## src/rtl/cac_pkg.sv

```systemverilog
package cac_pkg;

	localparam int DW    = 16;
	localparam int FW    = 12;
	localparam int STEPS = 31;
	localparam int QBITS = 17;
	localparam int RTBIT = 16;

	localparam logic [2:0] FN_ADD = 3'd0;
	localparam logic [2:0] FN_SUB = 3'd1;
	localparam logic [2:0] FN_MUL = 3'd2;
	localparam logic [2:0] FN_DIV = 3'd3;
	localparam logic [2:0] FN_POL = 3'd4;

	localparam logic signed [34:0] PI_Q30 = 35'sd3373259426;

	localparam logic [31:0] ATAN_TAB [STEPS] = '{
		32'h3243F6A8, 32'h1DAC6705, 32'h0FADBAFC, 32'h07F56EA6, 32'h03FEAB76, 32'h01FFD55B,
		32'h00FFFAAA, 32'h007FFF55, 32'h003FFFEA, 32'h001FFFFD, 32'h000FFFFF, 32'h0007FFFF,
		32'h0003FFFF, 32'h0001FFFF, 32'h0000FFFF, 32'h00007FFF, 32'h00003FFF, 32'h00001FFF,
		32'h00000FFF, 32'h000007FF, 32'h000003FF, 32'h000001FF, 32'h000000FF, 32'h0000007F,
		32'h0000003F, 32'h0000001F, 32'h0000000F, 32'h00000008, 32'h00000004, 32'h00000002,
		32'h00000001
	};

	typedef struct packed {
		logic               vld;
		logic [2:0]         func;
		logic               dz;
		logic signed [20:0] dre;
		logic signed [20:0] dim;
		logic               nre_neg;
		logic               nim_neg;
		logic               ovre;
		logic               ovim;
		logic [48:0]        rre;
		logic [48:0]        rim;
		logic [31:0]        den;
		logic [16:0]        qre;
		logic [16:0]        qim;
		logic [31:0]        sq_n;
		logic [31:0]        sq_res;
		logic signed [41:0] cx;
		logic signed [41:0] cy;
		logic signed [34:0] cz;
		logic               czero;
	} cac_item_t;

	typedef struct packed {
		logic [15:0] val;
		logic        sat;
	} cac_clip_t;

	function automatic cac_clip_t clip16(input logic signed [35:0] v);
		cac_clip_t r;
		r.sat = 1'b0;
		r.val = v[15:0];
		if (v > 36'sd32767) begin
			r.sat = 1'b1;
			r.val = 16'h7fff;
		end else if (v < -36'sd32768) begin
			r.sat = 1'b1;
			r.val = 16'h8000;
		end
		return r;
	endfunction

endpackage

```

## src/rtl/cac_cell.sv

```systemverilog
module cac_cell import cac_pkg::*; (
	input  logic      clk,
	input  logic      arst_n,
	input  logic      en,
	input  logic [4:0] step,
	input  cac_item_t d,
	output cac_item_t q
);

	cac_item_t          n;
	cac_item_t          item_q;
	logic [4:0]         k;
	logic [48:0]        dsh;
	logic [4:0]         bsh;
	logic [31:0]        sbit;
	logic [32:0]        trial;
	logic signed [41:0] dx, dy;
	logic signed [34:0] at;

	always_comb begin
		n     = d;
		k     = 5'd16 - step;
		dsh   = {17'b0, d.den} << k;
		bsh   = 5'd30 - {step[3:0], 1'b0};
		sbit  = 32'd1 << bsh;
		trial = {1'b0, d.sq_res} + {1'b0, sbit};
		dx    = d.cy >>> step;
		dy    = d.cx >>> step;
		at    = 35'(ATAN_TAB[step]);
		// restoring division, one quotient bit
		if (step < 5'd17) begin
			if (d.rre >= dsh) begin
				n.rre = d.rre - dsh;
				n.qre = d.qre | (17'd1 << k);
			end
			if (d.rim >= dsh) begin
				n.rim = d.rim - dsh;
				n.qim = d.qim | (17'd1 << k);
			end
		end
		// square root, one digit
		if (step < 5'd16) begin
			if ({1'b0, d.sq_n} >= trial) begin
				n.sq_n   = d.sq_n - trial[31:0];
				n.sq_res = (d.sq_res >> 1) + sbit;
			end else begin
				n.sq_res = d.sq_res >> 1;
			end
		end
		// vectoring rotation
		if (d.cy > 42'sd0) begin
			n.cx = d.cx + dx;
			n.cy = d.cy - dy;
			n.cz = d.cz + at;
		end else begin
			n.cx = d.cx - dx;
			n.cy = d.cy + dy;
			n.cz = d.cz - at;
		end
	end

	always_ff @(posedge clk or negedge arst_n) begin
		if (!arst_n) begin
			item_q <= '0;
		end else if (en) begin
			item_q <= n;
		end
	end

	assign q = item_q;

endmodule
```

## config.mk

```make
export PLATFORM = sky130hd
export DESIGN_NAME = cac_cell
export DESIGN_NICKNAME = d
export VERILOG_FILES = /design/src/rtl/cac_pkg.sv /design/src/rtl/cac_cell.sv
export SDC_FILE = /design/constraint.sdc
export NUM_CORES = 2
export LEC_CHECK = 0
export BUFFER_PORTS_ARGS = -buffer_cell sky130_fd_sc_hd__buf_2
export CAP_MARGIN = 10
export CORE_UTILIZATION = 37
export CTS_CLUSTER_DIAMETER = 60
export DETAILED_ROUTE_END_ITERATION = 12
export PLACE_DENSITY = 0.56
export SETUP_SLACK_MARGIN = 0.3
export SLEW_MARGIN = 15
export SYNTH_ARGS = -nofsm -noshare
export SYNTH_HDL_FRONTEND = slang
export SYNTH_SLANG_ARGS = --single-unit
export TNS_END_PERCENT = 30
```

## constraint.sdc

```tcl
create_clock -name clk -period 1.02 [get_ports clk]
set_input_delay 0.051 -clock clk [delete_from_list [all_inputs] [get_ports clk]]
set_output_delay 0.051 -clock clk [all_outputs]
set_load 0.05 [all_outputs]
```

==> out/summary.json <==
{
  "status": {
    "run_status": "finished, violations left",
    "violated_checks": "hold timing, setup timing"
  },
  "clock_tree": {
    "worst_skew_pair_latency_ns": 0.66,
    "clock_sinks": 399,
    "root_buffer": "clkbuf_16",
    "cts.clk_slew.worst_paths_ns": 0.06,
    "cts_htree_levels": 2,
    "cts_hold_buf": 284,
    "cts_tree": "built",
    "cts-buffers-inserted": 60,
    "cts_max_path_buffers": 3
  },
  "sta": {
    "timing_max_transition_violations_final": 0,
    "holdWs_ns": -0.188,
    "worst_tran_pin_value_ns": 1.03,
    "setup_viol": 827,
    "unrepaired_setup_endpoints_after_global_routing": "true",
    "fin_worst_skew_ns": 0,
    "post-route-worst-setup-slack_ns": -4.28,
    "min_period_over_period_pct": 520,
    "slew_headroom_pct": 31.0,
    "finalHoldViolations": 4,
    "clock.fmax_mhz": 189,
    "timing.final.crit_period_ns": 5.30
  },
  "synthesis": {
    "synth_async_sr_flop_share_pct": 100,
    "synth_top_cells_by_area": "dfrtp_1, ha_1, mux2_2",
    "synth_edf_count": 0,
    "number_of_synthesized_register_bits": 399,
    "synth_area_um2": 41800,
    "syn_nets": 5605,
    "synth_sequential_area_ratio_pct": 23.9,
    "syn_avg_cell_area_um2": 8.54,
    "synthesis.instances": 4902,
    "yosys.area.top_type": "dfrtp_1",
    "yosys_most_used_dff": "dfrtp_1",
    "yosysWarningCount": 0,
    "yosys.area.top_type_share_pct": 23.9,
    "synth.distinct_cells": 93
  },
  "floorplan": {
    "initial_core_util_pct": 37.5,
    "design.die.area_um2": 114000,
    "die_height_um": 338,
    "rows": 122,
    "ioPinCount": 806,
    "dieWidth_um": 338,
    "floorplan.core_area_um2": 111000
  },
  "final_layout": {
    "stdcell_area_um2": 68000,
    "drive_gt1_share_pct": 44.4,
    "share_of_the_core_filled_with_cells_in_the_final_layout_pct": 61.0,
    "area_delta_synth_final_pct": 62.5,
    "mostFrequentLayoutCells": "buf_4, buf_2, nor2_1",
    "largest_reg_flops": 399,
    "n_fill_cell": 9834,
    "most_frequent_standard_cell_in_the_layout_excluding_fill_and_tap_cells": "buf_4",
    "fin_nets": 8339
  },
  "place": {
    "dpl_wire_length_mm": 173,
    "place_area_um2": 61300,
    "routabilityCongestion": 1.05,
    "buffer_ports.inserted": 805
  },
  "critical_path": {
    "setup.worst_path.class": "input pin to flip-flop",
    "critical_path_s_top_delay_family": "compound AO/OA/AOI/OAI gates",
    "r2r_start": "q[132]",
    "cp_common_cell": "mux4_2",
    "critPathBufInv": 3,
    "worst_path_largest_cell_delay_ns": 0.57,
    "worst-endpoint-arrival_ns": 5.85,
    "cp.required_ns": 1.56,
    "critical-path-slowest-cell": "mux4_2",
    "setup.worst_path.end_class": "flip-flop",
    "critPathLaunch": "step[0]",
    "critPathMaxFanout": 5,
    "critPathLaunchType": "input pin"
  },
  "detailed_routing": {
    "drt_first_pass_iters": 8,
    "detailroute.wirelength.met2_mm": 95.7,
    "max_layer_used": "met5",
    "avgRoutedWirePerCell_um": 23.4,
    "final_antenna_net_count": 0,
    "drc": 0,
    "dr_total_vias": 51700,
    "wirelength_met1_mm": 89.9,
    "wl_met3_mm": 18.3,
    "drtIter0Drc": 4277,
    "routed_via_density": 5.62,
    "detail_route.wirelength_mm": 215
  },
  "power_and_ir_drop": {
    "fin_total_pwr_mw": 112,
    "vdd.ir_drop.worst_mv": 2.35,
    "pwr_density_cell_nw_per_um2": 1650,
    "power.static_leakage_nw": 32.4
  },
  "global_route": {
    "grt_overflow_total": 0,
    "grt_antenna_before_repair": 29,
    "groute.usage.overall_pct": 35.9,
    "global_route_wire_length_before_repair_mm": 315,
    "via_count_of_the_first_global_routing_pass": 50600,
    "grt_max_degree": 54
  },
  "hold_path": {
    "hold_class": "input pin to flip-flop",
    "worst_hold_startpoint": "d[78]"
  },
  "job": {
    "max_cap_violations": 0
  }
}
## where the power goes
part | internal, mW | switching [mW] | leakage, nW
combinational | 28.3 | 40.3 | 26.8
sequential | 19.5 | 2.59 | 4.60
clock | 12.9 | 8.84 | 1.01
total | 60.7 | 51.7 | 32.4
## kinds of logic after synthesis
logic type               synth area share (%)
AND/OR/NAND/NOR                          15.3
adder cells (fa/ha/maj)                  8.96
AO/OA/AOI/OAI                            22.7
buffers and inverters                    3.65
multiplexers                             18.0
flip-flops                               23.9
XOR/XNOR                                 7.54
## timing repair
| item | 4_1_cts | 5_1_grt |
|---|---|---|
| pin swaps | 38 | 61 |
| endpoints found under the hold margin | 699 | 4 |
| endpoints found under the setup margin | 798 | 1164 |
| resized for setup | 171 | 118 |
| gates cloned | 6 | 2 |
| setup buffers | 19 | 24 |
## worst paths after layout
kind / slack [ns] / cells after the start / end
setup / recovery: -4.28 / 25 / q[75]
hold / removal: -0.19 / 4 / q[78]
max in group asynchronous: -0.02 / 4 / q[248]
hold reg to reg: 0.48 / 1 / q[89]
setup reg to reg: -0.10 / 4 / q[132]
min in group asynchronous: 0.02 / 2 / q[2]
## worst reg2reg max path, stage by stage (launching register included)
cell,delay (ns)
dfrtp_1,0.38
mux2_2,0.28
o22ai_1,0.16
nand2_1,0.07
o221a_2,0.11
## stage by stage
stage	worst slack, ns	TNS [ns]	instances
finish	-4.28	-1322.00	9188
global route	-4.43	-1404.31	9182
CTS	-4.12	-1300.00	9144
detailed placement	-5.33	-1462.25	8727
global placement	-5.23	-1437.73	8727
floorplan	-5.01	-1354.98	4902
## synth_stat cells (26+ instances only)
cell type,n
buf_2,28
o21a_1,54
and3_1,44
o211ai_1,27
clkbuf_1,189
a21o_1,146
mux2_2,256
o22ai_1,26
ha_1,290
o21bai_1,44
mux2i_1,227
dfrtp_1,399
a31oi_1,121
and2_1,30
buf_1,41
xor2_1,136
nand4_1,53
nor3_1,66
a211oi_1,35
nand3_1,72
nor2_1,500
xnor2_1,224
inv_1,88
o21ai_0,251
nand2b_1,50
a21oi_1,518
mux4_2,97
nand2_1,407
nor2b_1,58
## cell type report
cell class              instances  area, um2  share of cell area (%)
multi-input cells            4133      31700                    46.6
repair buffers               2952      22000                    32.4
flip-flops and latches        399       9980                    14.7
well taps                    1488       1860                    2.74
clock buffers                  80       1720                    2.52
inverters                      90        354                   0.521
clock inverters                28        348                   0.512
diodes                         18       45.0                  0.0662
## per-layer routing
metal	track usage, %	vias to the layer above
met1	46.9	24900
met3	7.37	598
met5	0	-
li1	-	23800
met2	57.2	2366
met4	15.6	18
Note: power is estimated with default switching activity, not from simulation.
